## config.mk

```make
export PLATFORM = sky130hd
export DESIGN_NAME = pixel_sample_to_unorm_bytes_top
export DESIGN_NICKNAME = d
export VERILOG_FILES = /design/src/rtl/pstu_pkg.sv /design/src/rtl/pstu_front.sv /design/src/rtl/pstu_queue.sv /design/src/rtl/pstu_back.sv /design/src/rtl/pixel_sample_to_unorm_bytes_top.sv
export SDC_FILE = /design/constraint.sdc
export NUM_CORES = 1
export LEC_CHECK = 0
export ABC_AREA = 1
export BUFFER_PORTS_ARGS = -buffer_cell sky130_fd_sc_hd__clkbuf_2
export CORE_UTILIZATION = 59
export DETAILED_ROUTE_END_ITERATION = 10
export GPL_ROUTABILITY_DRIVEN = 0
export GPL_TIMING_DRIVEN = 0
export PLACE_DENSITY = 0.83
export SYNTH_ARGS = -nofsm -noshare
export SYNTH_HDL_FRONTEND = slang
export SYNTH_SLANG_ARGS = --single-unit
```

## constraint.sdc

```tcl
create_clock -name clk -period 18.05 [get_ports clk]
set_input_delay 4.5125 -clock clk [delete_from_list [all_inputs] [get_ports clk]]
set_output_delay 4.5125 -clock clk [all_outputs]
set_load 0.01 [all_outputs]
```

## src/rtl/pstu_pkg.sv

```systemverilog
// ----------------------------------------------------------------------------
// pstu_pkg
// Types and constants shared by the sample-to-unorm converter modules.
// ----------------------------------------------------------------------------
package pstu_pkg;

  localparam int QueueDepth = 4;

  // source formats
  localparam logic [1:0] FMT_U8  = 2'd0;
  localparam logic [1:0] FMT_U16 = 2'd1;
  localparam logic [1:0] FMT_F32 = 2'd2;
  localparam logic [1:0] FMT_F16 = 2'd3;

  // register select, taken from paddr[2]
  localparam logic REG_SRC_FMT  = 1'b0;
  localparam logic REG_OUT_MODE = 1'b1;

  typedef enum logic [1:0] {
    KIND_PASS,
    KIND_DIV,
    KIND_FLT
  } kind_t;

  // mant carries the result (pass), the integer sample (div) or the
  // significand with hidden one (float)
  typedef struct packed {
    kind_t       kind;
    logic        wide;
    logic [23:0] mant;
    logic [7:0]  expo;
  } item_t;

endpackage

```

## src/rtl/pstu_front.sv

```systemverilog
// ----------------------------------------------------------------------------
// pstu_front
// Accepts samples, widens half floats and sorts each sample into a pass,
// integer-divide or float-quantize job for the back end.
// ----------------------------------------------------------------------------
module pstu_front import pstu_pkg::*; (
  input  logic [1:0]  src_fmt,
  input  logic        out_mode,
  input  logic        s_tvalid,
  output logic        s_tready,
  input  logic [31:0] s_tdata,
  input  logic        q_full,
  output logic        push,
  output item_t       item
);

  logic        sgn;
  logic [7:0]  e;
  logic [22:0] f;
  logic [3:0]  j;
  logic [4:0]  hex;
  logic [9:0]  hman;
  logic [9:0]  nman;
  logic [15:0] full_scale;

  always_comb begin
    hex  = s_tdata[14:10];
    hman = s_tdata[9:0];
    j = '0;
    for (int i = 0; i < 10; i++) begin
      if (hman[i]) begin
        j = 4'(i);
      end
    end
    // shift the leading one out of the field
    nman = 10'(hman << (4'd10 - j));

    if (src_fmt == FMT_F16) begin
      sgn = s_tdata[15];
      if (hex == 5'd0) begin
        if (hman != 10'd0) begin
          e = 8'd103 + {4'b0, j};
          f = {nman, 13'b0};
        end else begin
          e = 8'd0;
          f = '0;
        end
      end else if (hex == 5'd31) begin
        e = 8'd255;
        f = {hman, 13'b0};
      end else begin
        e = {3'b0, hex} + 8'd112;
        f = {hman, 13'b0};
      end
    end else begin
      sgn = s_tdata[31];
      e   = s_tdata[30:23];
      f   = s_tdata[22:0];
    end

    full_scale = out_mode ? 16'hffff : 16'h00ff;

    item.wide = out_mode;
    item.expo = e;
    item.kind = KIND_FLT;
    item.mant = {1'b1, f};
    if (!out_mode && src_fmt == FMT_U8) begin
      item.kind = KIND_PASS;
      item.mant = {16'b0, s_tdata[7:0]};
    end else if (out_mode && src_fmt == FMT_U16) begin
      item.kind = KIND_PASS;
      item.mant = {8'b0, s_tdata[15:0]};
    end else if (src_fmt == FMT_U8) begin
      // x/255 scaled to 16 bits is exactly x*257
      item.kind = KIND_PASS;
      item.mant = {8'b0, s_tdata[7:0], s_tdata[7:0]};
    end else if (src_fmt == FMT_U16) begin
      item.kind = KIND_DIV;
      item.mant = {8'b0, s_tdata[15:0]};
    end else if (e == 8'd255 || sgn || e == 8'd0) begin
      // non-finite, negative, zero or subnormal
      item.kind = KIND_PASS;
      item.mant = '0;
    end else if (e >= 8'd127) begin
      item.kind = KIND_PASS;
      item.mant = {8'b0, full_scale};
    end
  end

  assign s_tready = ~q_full;
  assign push     = s_tvalid & ~q_full;

endmodule

```

## src/rtl/pstu_queue.sv

```systemverilog
// ----------------------------------------------------------------------------
// pstu_queue
// Short job queue between the front end and the back end.
// ----------------------------------------------------------------------------
module pstu_queue import pstu_pkg::*; #(
  parameter int Depth = QueueDepth
) (
  input  logic  clk,
  input  logic  rst,
  input  logic  push,
  input  item_t wr_item,
  output logic  full,
  output logic  nonempty,
  input  logic  pop,
  output item_t rd_item
);

  localparam int AW = (Depth > 1) ? $clog2(Depth) : 1;
  localparam int CW = $clog2(Depth + 1);

  item_t          slots [Depth];
  logic [AW-1:0]  wptr;
  logic [AW-1:0]  rptr;
  logic [CW-1:0]  count;
  logic           do_pop;

  assign full     = (count == CW'(Depth));
  assign nonempty = (count != '0);
  assign do_pop   = pop & nonempty;
  assign rd_item  = slots[rptr];

  always_ff @(posedge clk) begin
    if (push) begin
      slots[wptr] <= wr_item;
    end
  end

  always_ff @(posedge clk) begin
    if (rst) begin
      wptr  <= '0;
      rptr  <= '0;
      count <= '0;
    end else begin
      if (push) begin
        wptr <= (wptr == AW'(Depth - 1)) ? '0 : wptr + 1'b1;
      end
      if (do_pop) begin
        rptr <= (rptr == AW'(Depth - 1)) ? '0 : rptr + 1'b1;
      end
      if (push && !do_pop) begin
        count <= count + 1'b1;
      end else if (!push && do_pop) begin
        count <= count - 1'b1;
      end
    end
  end

endmodule

```

## src/rtl/pstu_back.sv

```systemverilog
// ----------------------------------------------------------------------------
// pstu_back
// Three-stage quantizer (scale, round and align, add half and truncate)
// followed by the byte serializer on the output stream.
// ----------------------------------------------------------------------------
module pstu_back import pstu_pkg::*; (
  input  logic       clk,
  input  logic       rst,
  input  logic       q_nonempty,
  output logic       q_pop,
  input  item_t      q_item,
  output logic       m_tvalid,
  input  logic       m_tready,
  output logic [7:0] m_tdata,   // out_byte
  output logic       m_tlast
);

  logic        en;
  logic        done;

  logic        s1_valid;
  kind_t       s1_kind;
  logic        s1_wide;
  logic [39:0] s1_x;
  logic [7:0]  s1_expo;

  logic        s2_valid;
  kind_t       s2_kind;
  logic        s2_wide;
  logic [41:0] s2_val;

  logic        s3_valid;
  logic        s3_wide;
  logic [15:0] s3_res;
  logic        phase;

  logic [39:0] x_next;
  logic [41:0] val_next;
  logic [15:0] res_next;

  assign done     = m_tvalid & m_tready & m_tlast;
  assign en       = ~s3_valid | done;
  assign q_pop    = en & q_nonempty;

  // stage 1: scale by 255 / 65535, or multiply by the reciprocal of 257
  always_comb begin
    logic [16:0] y;
    logic [33:0] d;
    logic [23:0] m;
    m = q_item.mant;
    y = 17'(q_item.mant[15:0]) + 17'd128;
    d = {1'b0, y, 16'b0} - {9'b0, y, 8'b0} + {17'b0, y};
    case (q_item.kind)
      KIND_FLT: x_next = q_item.wide ? ({m, 16'b0} - {16'b0, m})
                                     : ({8'b0, m, 8'b0} - {16'b0, m});
      KIND_DIV: x_next = {6'b0, d};
      default:  x_next = {16'b0, q_item.mant};
    endcase
  end

  // stage 2: round the product to 24 bits, place it on a fixed grid
  // with 26 fraction bits
  always_comb begin
    logic              hi;
    logic [39:0]       xn;
    logic [39:0]       yv;
    logic [23:0]       keep;
    logic              g;
    logic              st;
    logic [24:0]       pr;
    logic [5:0]        lsel;
    logic signed [9:0] t;
    logic [4:0]        nt;
    hi   = s1_wide ? s1_x[39] : s1_x[31];
    xn   = hi ? s1_x : {s1_x[38:0], 1'b0};
    yv   = s1_wide ? xn : {xn[31:0], 8'b0};
    keep = yv[39:16];
    g    = yv[15];
    st   = |yv[14:0];
    pr   = {1'b0, keep} + 25'(g & (st | keep[0]));
    lsel = s1_wide ? (hi ? 6'd39 : 6'd38) : (hi ? 6'd31 : 6'd30);
    t    = $signed({4'b0, lsel}) + $signed({2'b0, s1_expo}) - 10'sd147;
    nt   = 5'(-t);
    case (s1_kind)
      KIND_FLT: begin
        if (t >= 10'sd0) begin
          val_next = {17'b0, pr} << t[4:0];
        end else if (t >= -10'sd25) begin
          val_next = {17'b0, pr >> nt};
        end else begin
          val_next = '0;
        end
      end
      KIND_DIV: val_next = {34'b0, s1_x[31:24]};
      default:  val_next = {26'b0, s1_x[15:0]};
    endcase
  end

  // stage 3: add one half, round to single and drop the fraction
  always_comb begin
    logic [41:0] tv;
    logic [15:0] tint;
    logic [25:0] fr;
    logic [3:0]  j;
    logic [4:0]  lowc;
    logic [25:0] mask;
    logic        up;
    tv   = s2_val + (42'd1 << 25);
    tint = tv[41:26];
    fr   = tv[25:0];
    j    = '0;
    for (int i = 0; i < 16; i++) begin
      if (tint[i]) begin
        j = 4'(i);
      end
    end
    lowc = (tint == 16'd0) ? 5'd1 : 5'({1'b0, j} + 5'd2);
    mask = (26'd1 << lowc) - 26'd1;
    up   = &(fr | mask);
    if (s2_kind == KIND_FLT) begin
      res_next = tint + 16'(up);
    end else begin
      res_next = s2_val[15:0];
    end
  end

  always_ff @(posedge clk) begin
    if (en) begin
      s1_kind <= q_item.kind;
      s1_wide <= q_item.wide;
      s1_x    <= x_next;
      s1_expo <= q_item.expo;
      s2_kind <= s1_kind;
      s2_wide <= s1_wide;
      s2_val  <= val_next;
      s3_wide <= s2_wide;
      s3_res  <= res_next;
    end
  end

  always_ff @(posedge clk) begin
    if (rst) begin
      s1_valid <= 1'b0;
      s2_valid <= 1'b0;
      s3_valid <= 1'b0;
      phase    <= 1'b0;
    end else begin
      if (en) begin
        s1_valid <= q_pop;
        s2_valid <= s1_valid;
        s3_valid <= s2_valid;
      end
      if (m_tvalid && m_tready) begin
        phase <= ~m_tlast;
      end
    end
  end

  assign m_tvalid = s3_valid;
  assign m_tdata  = (s3_wide && !phase) ? s3_res[15:8] : s3_res[7:0];
  assign m_tlast  = ~s3_wide | phase;

  a_narrow_fits: assert property (@(posedge clk) disable iff (rst)
    (s3_valid && !s3_wide) |-> (s3_res[15:8] == 8'd0))
    else $error("8-bit result exceeds one byte");

  a_phase_wide: assert property (@(posedge clk) disable iff (rst)
    phase |-> (s3_valid && s3_wide))
    else $error("second byte pending outside 16-bit mode");

  a_low_follows: assert property (@(posedge clk) disable iff (rst)
    (m_tvalid && m_tready && !m_tlast) |=> (m_tvalid && m_tlast))
    else $error("low byte did not follow high byte");

endmodule

```

## src/rtl/pixel_sample_to_unorm_bytes_top.sv

```systemverilog
// ----------------------------------------------------------------------------
// pixel_sample_to_unorm_bytes_top
// Converts raw image samples to 8-bit or 16-bit unsigned-normalized bytes.
// ----------------------------------------------------------------------------
// Samples enter on the s_ stream, one 32-bit sample per beat, and leave on
// the m_ stream as bytes: one byte per sample in 8-bit mode, or the high byte
// then the low byte (tlast on the low one) in 16-bit mode. The input takes
// one sample per cycle while the job queue is not full. Sustained rate is
// one sample per cycle in 8-bit mode while the output is ready; in 16-bit
// mode the quantizer takes a new sample only once both bytes have left,
// as set by the byte-wide output stream. An accepted sample passes through
// the job queue and then the first, second and third quantizer stages,
// the third holding the output beat. Set source_format (address 0) and
// output_width_mode (address 4) only while no sample is in flight.
// ----------------------------------------------------------------------------
module pixel_sample_to_unorm_bytes_top import pstu_pkg::*; #(
  parameter int QDEPTH = QueueDepth
) (
  input  logic        clk,
  input  logic        rst,
  input  logic        s_tvalid,
  output logic        s_tready,
  input  logic [31:0] s_tdata,   // sample_bits[31:0]
  output logic        m_tvalid,
  input  logic        m_tready,
  output logic [7:0]  m_tdata,   // out_byte[7:0]
  output logic        m_tlast,
  input  logic        psel,
  input  logic        penable,
  input  logic        pwrite,
  input  logic [2:0]  paddr,
  input  logic [31:0] pwdata,
  output logic [31:0] prdata,
  output logic        pready
);

  logic [1:0] src_fmt;
  logic       out_mode;
  logic       push;
  logic       q_full;
  logic       q_nonempty;
  logic       q_pop;
  item_t      wr_item;
  item_t      rd_item;

  assign pready = 1'b1;
  assign prdata = (paddr[2] == REG_OUT_MODE) ? {31'b0, out_mode} : {30'b0, src_fmt};

  always_ff @(posedge clk) begin
    if (rst) begin
      src_fmt  <= FMT_U8;
      out_mode <= 1'b0;
    end else if (psel && penable && pwrite && pready) begin
      if (paddr[2] == REG_SRC_FMT) begin
        src_fmt <= pwdata[1:0];
      end else begin
        out_mode <= pwdata[0];
      end
    end
  end

  pstu_front u_front (
    .src_fmt  (src_fmt),
    .out_mode (out_mode),
    .s_tvalid (s_tvalid),
    .s_tready (s_tready),
    .s_tdata  (s_tdata),
    .q_full   (q_full),
    .push     (push),
    .item     (wr_item)
  );

  pstu_queue #(.Depth(QDEPTH)) u_queue (
    .clk      (clk),
    .rst      (rst),
    .push     (push),
    .wr_item  (wr_item),
    .full     (q_full),
    .nonempty (q_nonempty),
    .pop      (q_pop),
    .rd_item  (rd_item)
  );

  pstu_back u_back (
    .clk        (clk),
    .rst        (rst),
    .q_nonempty (q_nonempty),
    .q_pop      (q_pop),
    .q_item     (rd_item),
    .m_tvalid   (m_tvalid),
    .m_tready   (m_tready),
    .m_tdata    (m_tdata),
    .m_tlast    (m_tlast)
  );

endmodule

```

== Yosys cells after proc, flatten, opt, wreduce, memory -nomap -nowiden ==
Memory sizes are Yosys's and may differ from the RTL's. A register that Yosys moved wholly into a read port is not among the register bits.
Cells that the tools add are included.

* Register bits after elaboration: 127
* RAM bits: 140
* Input port bits: 74
* Output and inout bits: 44
* Logic and storage cells: 166
* Memories kept: 1

{| class="wikitable"
|+ Memories
! memory !! words !! width !! read ports !! clocked after Yosys merged registers in !! write ports !! line !! RTL
|-
| u_queue.slots || 4 || 35 || 1 || 1 || 1 || pstu_queue.sv:21 || <nowiki>item_t slots [Depth];</nowiki>
|}

* $add $sub $neg: 20
* $lt $le $gt $ge: 3
* Equality and inequality tests: 12
* Shifts and indexed selects: 4
* Mux-type cells: 68
* Bitwise gates (word level): 15
* Reductions and logical operators: 25

{| class="wikitable"
|+ Operators by type and width
! cell !! count
|-
| 2-to-1 mux 24 bit || 6
|-
| 2-to-1 mux 40 bit || 3
|-
| one-hot mux 42 bit (2 select lines) || 1
|-
| one-hot mux 40 bit (2 select lines) || 1
|-
| 2-to-1 mux 23 bit || 3
|-
| adder 42 x 26 -> 42 bit, second input constant || 1
|-
| 2-to-1 mux 42 bit || 1
|-
| << shifter 25 x 5 -> 42 bit || 1
|-
| 2-to-1 mux 4 bit || 10
|-
| 2-to-1 mux 8 bit || 5
|-
| subtractor 40 x 24 -> 40 bit || 1
|-
| adder 34 x 17 -> 34 bit || 1
|-
| subtractor 33 x 25 -> 34 bit || 1
|-
| subtractor 32 x 24 -> 33 bit || 1
|-
| 2-to-1 mux 16 bit || 2
|-
| 2-to-1 mux 2 bit || 15
|-
| 2-to-1 mux 3 bit || 10
|-
| bitwise OR 26 bit || 1
|-
| AND reduction 26 bit || 1
|-
| << shifter 1 x 5 -> 26 bit, first input constant || 1
|-
| subtractor 26 x 1 -> 26 bit, second input constant || 1
|-
| adder 24 x 25 -> 25 bit || 1
|-
| bitwise AND 1 x 25 -> 25 bit || 1
|-
| 2-to-1 mux 25 bit || 1
|-
| 40 further kinds || 77
|}

== Depth between registers and ports, before layout ==
* Depth after elaboration: 24
* Depth in mapped cells: 45
* Mapped depth without buffers: 44

== Modules after synthesis ==
From an unflattened synthesis, not the netlist that was laid out.

* Cells, all modules: 3263
* Area, all modules: 23172.2 um^2

{| class="wikitable"
|+ By module, submodules not included
! module !! instances !! cells an instance !! area an instance (um^2) !! seq. area each (um^2)
|-
| pstu_back || 1 || 2464 || 15374.7 || 3473.3
|-
| pstu_queue || 1 || 402 || 5654.2 || 4384.2
|-
| pstu_front || 1 || 335 || 1729.2 || 0.0
|-
| pixel_sample_to_unorm_bytes_top || 1 || 62 || 414.1 || 60.1
|}

== Worst setup path after synthesis ==
No wires, ideal clock.

* Path kind: input port to flip-flop
* Start: input m_tready
* End: register u_queue.count[1]
* Setup time: 134 ps
* Arrival time: 14950 ps
* Required time: 17916 ps
* Path slack: 2966 ps
* Cell stages on the path: 10
* Path through: nand2_1 > o21ai_0 > inv_1 > a31oi_1 > inv_1 > ha_1 > inv_1 > fa_1 > nor2_1 > a211oi_1

* Word-level cells in the longest chain between the ends: 8

{| class="wikitable"
|+ RTL lines
! what !! line !! RTL
|-
| from (decl) || pixel_sample_to_unorm_bytes_top.sv:25 || <nowiki>input logic m_tready,</nowiki>
|-
| bitwise AND 1 bit * (2 in series) || pstu_back.sv:41 || <nowiki>assign done = m_tvalid & m_tready & m_tlast;</nowiki>
|-
| bitwise OR 1 bit * || pstu_back.sv:42 || <nowiki>assign en = ~s3_valid | done;</nowiki>
|-
| bitwise AND 1 bit * || pstu_back.sv:43 || <nowiki>assign q_pop = en & q_nonempty;</nowiki>
|-
| bitwise AND 1 bit * || pstu_queue.sv:29 || <nowiki>assign do_pop = pop & nonempty;</nowiki>
|-
| zero test 1 bit || pstu_queue.sv:50 || <nowiki>if (push && !do_pop) begin</nowiki>
|-
| logical AND 1 bit || pstu_queue.sv:50 ||
|-
| 2-to-1 mux 3 bit or nonzero test 2 bit (tied branches) || n/a ||
|-
| to (signal assigned) || pstu_queue.sv:51 || <nowiki>count <= count + 1'b1;</nowiki>
|-
| to (signal assigned) || pstu_queue.sv:53 || <nowiki>count <= count - 1'b1;</nowiki>
|-
| to (decl) || pstu_queue.sv:24 || <nowiki>logic [CW-1:0] count;</nowiki>
|}

Mark *: on every way between the ends. The rest lies on a longest branch, timed or not.
A chain may end at the register's enable or synchronous reset.

== Final worst setup path ==
* Start: input paddr[2]
* End: output prdata[0]

* Word-level cells in the longest chain between the ends: 1

{| class="wikitable"
|+ RTL lines
! what !! line !! RTL
|-
| from (decl) || pixel_sample_to_unorm_bytes_top.sv:31 || <nowiki>input logic [2:0] paddr,</nowiki>
|-
| 2-to-1 mux 2 bit || pixel_sample_to_unorm_bytes_top.sv:47 || <nowiki>assign prdata = (paddr[2] == REG_OUT_MODE) ? {31'b0, out_mode} : {30'b0, src_fmt};</nowiki>
|-
| to (decl) || pixel_sample_to_unorm_bytes_top.sv:33 || <nowiki>output logic [31:0] prdata,</nowiki>
|}

Every way passes these cells.

==> impl_metrics.py <==
metrics = {
    "status": {
        "status": "complete, no violations",
    },
    "synth": {
        "yosysWarnings": 0,
        "synth_common_cells": "793 x nand2_1, 334 x inv_1, 306 x nor2_1, 264 x o21ai_0, 249 x edfxtp_1",
        "synth_top_cell_area_share": 0.332,
        "synth.most_common_cell": "nand2_1",
        "syn_inst": 3177,
        "ys_types": 69,
        "yosys.area.top_type": "edfxtp_1",
        "synth_simple_gate_area_frac": 0.295,
        "synthTopCellsByArea": "edfxtp_1 33%, nand2_1 13%, ha_1 6.1%",
        "synth_top_family_by_area": "simple AND/OR/NAND/NOR gates",
        "synthXorXnorAreaFrac": 0.0221,
        "muxShareOfSynthArea": 0.00267,
        "ys_seq_area_frac": 0.346,
        "synth-async-reset-ratio": 0,
        "synth_edf_count": 249,
        "synth_fa_ha_area_frac": 0.0632,
        "syn_avg_cell_area_um2": 7.09,
        "synth-compound-area-share": 0.178,
        "synth.ff_latch_count": 265,
        "synth_area_um2": 22500,
        "synth-main-ff-cell": "edfxtp_1",
    },
    "setup_path": {
        "crit_chain": "clkbuf_2 -> o21ai_0 -> clkbuf_2",
        "arrival_ps": 4930,
        "slowest_delay_ps": 160,
        "crit_required_ps": 13540,
        "crit_slowest_cell": "o21ai_0",
        "worstSetupPathType": "in2out",
        "path_max_fanout": 5,
        "cp_num_buf_inv": 2,
        "cp-end-kind": "output pin",
        "cp_common_cell": "clkbuf_2",
        "cp-start-kind": "input pin",
        "cp_top_family": "buffers and inverters",
    },
    "final_layout": {
        "final_util": 0.654,
        "n_antenna_cell": 0,
        "finalNetCount": 3484,
        "multi_input_area_um2": 12800,
        "n_fill_cell": 3131,
        "drive_gt1_frac": 0.0832,
        "syn_to_final_growth_pct": 9.08,
        "register_area_um2": 7800,
    },
    "route": {
        "drc": 0,
        "first_pass_iters": 9,
        "drt_iter0_markers": 3935,
        "vias_per_cell": 6.20,
        "wirelength_mm": 70.2,
        "post_drt_wl_per_cell_um": 18.3,
        "antenna_left": 0,
        "vias": 23700,
    },
    "clock_network": {
        "clkTransAtPathRegs_ps": 60,
        "cts_tree": "done",
        "cts_root_buf": "clkbuf_16",
        "ctsResizeCount": 0,
        "htree_levels": 1,
        "cts.path.max_buffers": 3,
        "numClockSinks": 265,
        "clkLatencyLatePin_ps": 560,
        "cts_made_buffers": 27,
        "post_cts_buffers": 0,
        "hold_buffers": 0,
    },
    "sta": {
        "slew_headroom": 0.0997,
        "period_minus_slack_ps": 9440,
        "setup_violations": 0,
        "post-route-period-util": 0.523,
        "max_freq_ghz": 0.106,
        "rsz0062_at_grt": "false",
        "worst_pin_slew_ps": 1350,
        "fin_tns_setup_ps": 0,
        "fin_hold_ws_ps": 424,
        "finClkSkew_ps": 26.9,
        "drv_slew": 0,
        "final_hold_viol_count": 0,
    },
    "grt": {
        "grt_pass1_vias": 21600,
        "grt_overflow": 0,
        "antenna_found_initial": 2,
        "grt_max_degree": 34,
        "grt_pass1_wl_mm": 110,
        "globalRouteTotalUtil": 0.355,
    },
    "job": {
        "cap_violations": 0,
    },
    "floorplanning": {
        "start_util": 0.599,
        "core_region_area_um2": 37600,
        "rows": 71,
        "die_w_um": 197,
        "num_io_pins": 118,
        "die_y_um": 197,
        "dieArea_um2": 39000,
    },
    "place": {
        "hpwl_mm": 54.2,
        "numPortBuffers": 54,
    },
    "worst_hold_path": {
        "hp-class": "reg2reg",
    },
}
[routing by layer]
layer,vias up,part of all wire,global-route usage
met5,-,0.00033,0
met4,4,0.064,0.189
met3,389,0.13,0.0761
met2,1787,0.44,0.564
met1,10600,0.37,0.452
li1,11000,-,-
[cell families after synthesis]
| logic type | count (synthesis) |
|---|---|
| xor gates and xnor gates | 56 |
| muxes | 6 |
| adders and majority gates | 112 |
| buffers and inverters | 498 |
| and+or+nand+nor | 1523 |
| DFF | 265 |
| other | 2 |
| AOI/OAI and AO/OA | 715 |
[sequential cells by signal, indices dropped and copies added (netlist names), named ones only]
name             count
u_back.s2_wide       1
u_back.s3_wide       1
u_back.s2_val       42
u_queue.slots      136
u_back.s1_x         40
u_back.phase         1
u_back.s1_kind       2
u_back.s1_wide       1
u_back.m_tvalid      1
u_back.s1_valid      1
u_back.s1_expo       8
u_queue.rptr         2
u_queue.count        3
u_queue.wptr         2
src_fmt              2
u_back.s3_res       16
u_back.s2_valid      1
out_mode             1
u_back.s2_kind       2
[worst paths after layout]
path	startpoint	end	slack (ps)	cells after the start
max	paddr[2]	prdata[0]	8610	3
max reg2reg	u_back.s2_val[25]$_DFFE_PN_	u_back.s3_res[14]$_DFFE_PN_	11440	40
min	u_back.s2_wide$_DFFE_PN_	u_back.s3_wide$_DFFE_PN_	420	0
min reg2reg	u_back.s2_wide$_DFFE_PN_	u_back.s3_wide$_DFFE_PN_	420	0
[final cells by class]
cell class                      count  area share
Multi-Input combinational cell   2444       0.521
Sequential cell                   265       0.317
Inverter                          363      0.0558
Buffer                            135      0.0290
Clock buffer                       34      0.0286
Tap cell                          511      0.0260
Timing Repair Buffer               62      0.0178
Clock inverter                     16     0.00458
[cell usage in the layout, fill, tap and decap left out, types with 8 or more instances in the layout]
master     count
nand2_1      793
inv_1        334
nor2_1       302
o21ai_0      263
edfxtp_1     249
nand3_1      246
a21oi_1      217
ha_1         109
clkbuf_1      70
o21ai_1       57
clkbuf_2      54
xor2_1        44
nor3_1        40
a31oi_1       39
nand4_1       37
buf_4         36
conb_1        32
o22ai_1       30
clkbuf_16     27
nor2_2        24
o211ai_1      20
buf_1         17
inv_2         16
clkinv_1      16
dfxtp_1       16
buf_2         13
or2_2         12
o21a_1        12
nand2_2       11
xnor2_1       11
o221ai_1      11
nor2_4         9
o21ai_2        9
nand3_2        8
buf_12         8
a211oi_1       8
[stage by stage]
| stage | std cells | cell area, um^2 | worst slack [ps] |
|---|---|---|---|
| floorplan | 3207 | 22600 | 2970 |
| global placement | 3772 | 23500 | -532 |
| CTS | 3830 | 24600 | 8610 |
| detailed placement | 3780 | 23800 | 8610 |
| global route | 3830 | 24600 | 8550 |
| finish | 3830 | 24600 | 8610 |
Power is not shown: default switching activity piles up to over one toggle a cycle in this logic, so the estimate is an artifact.
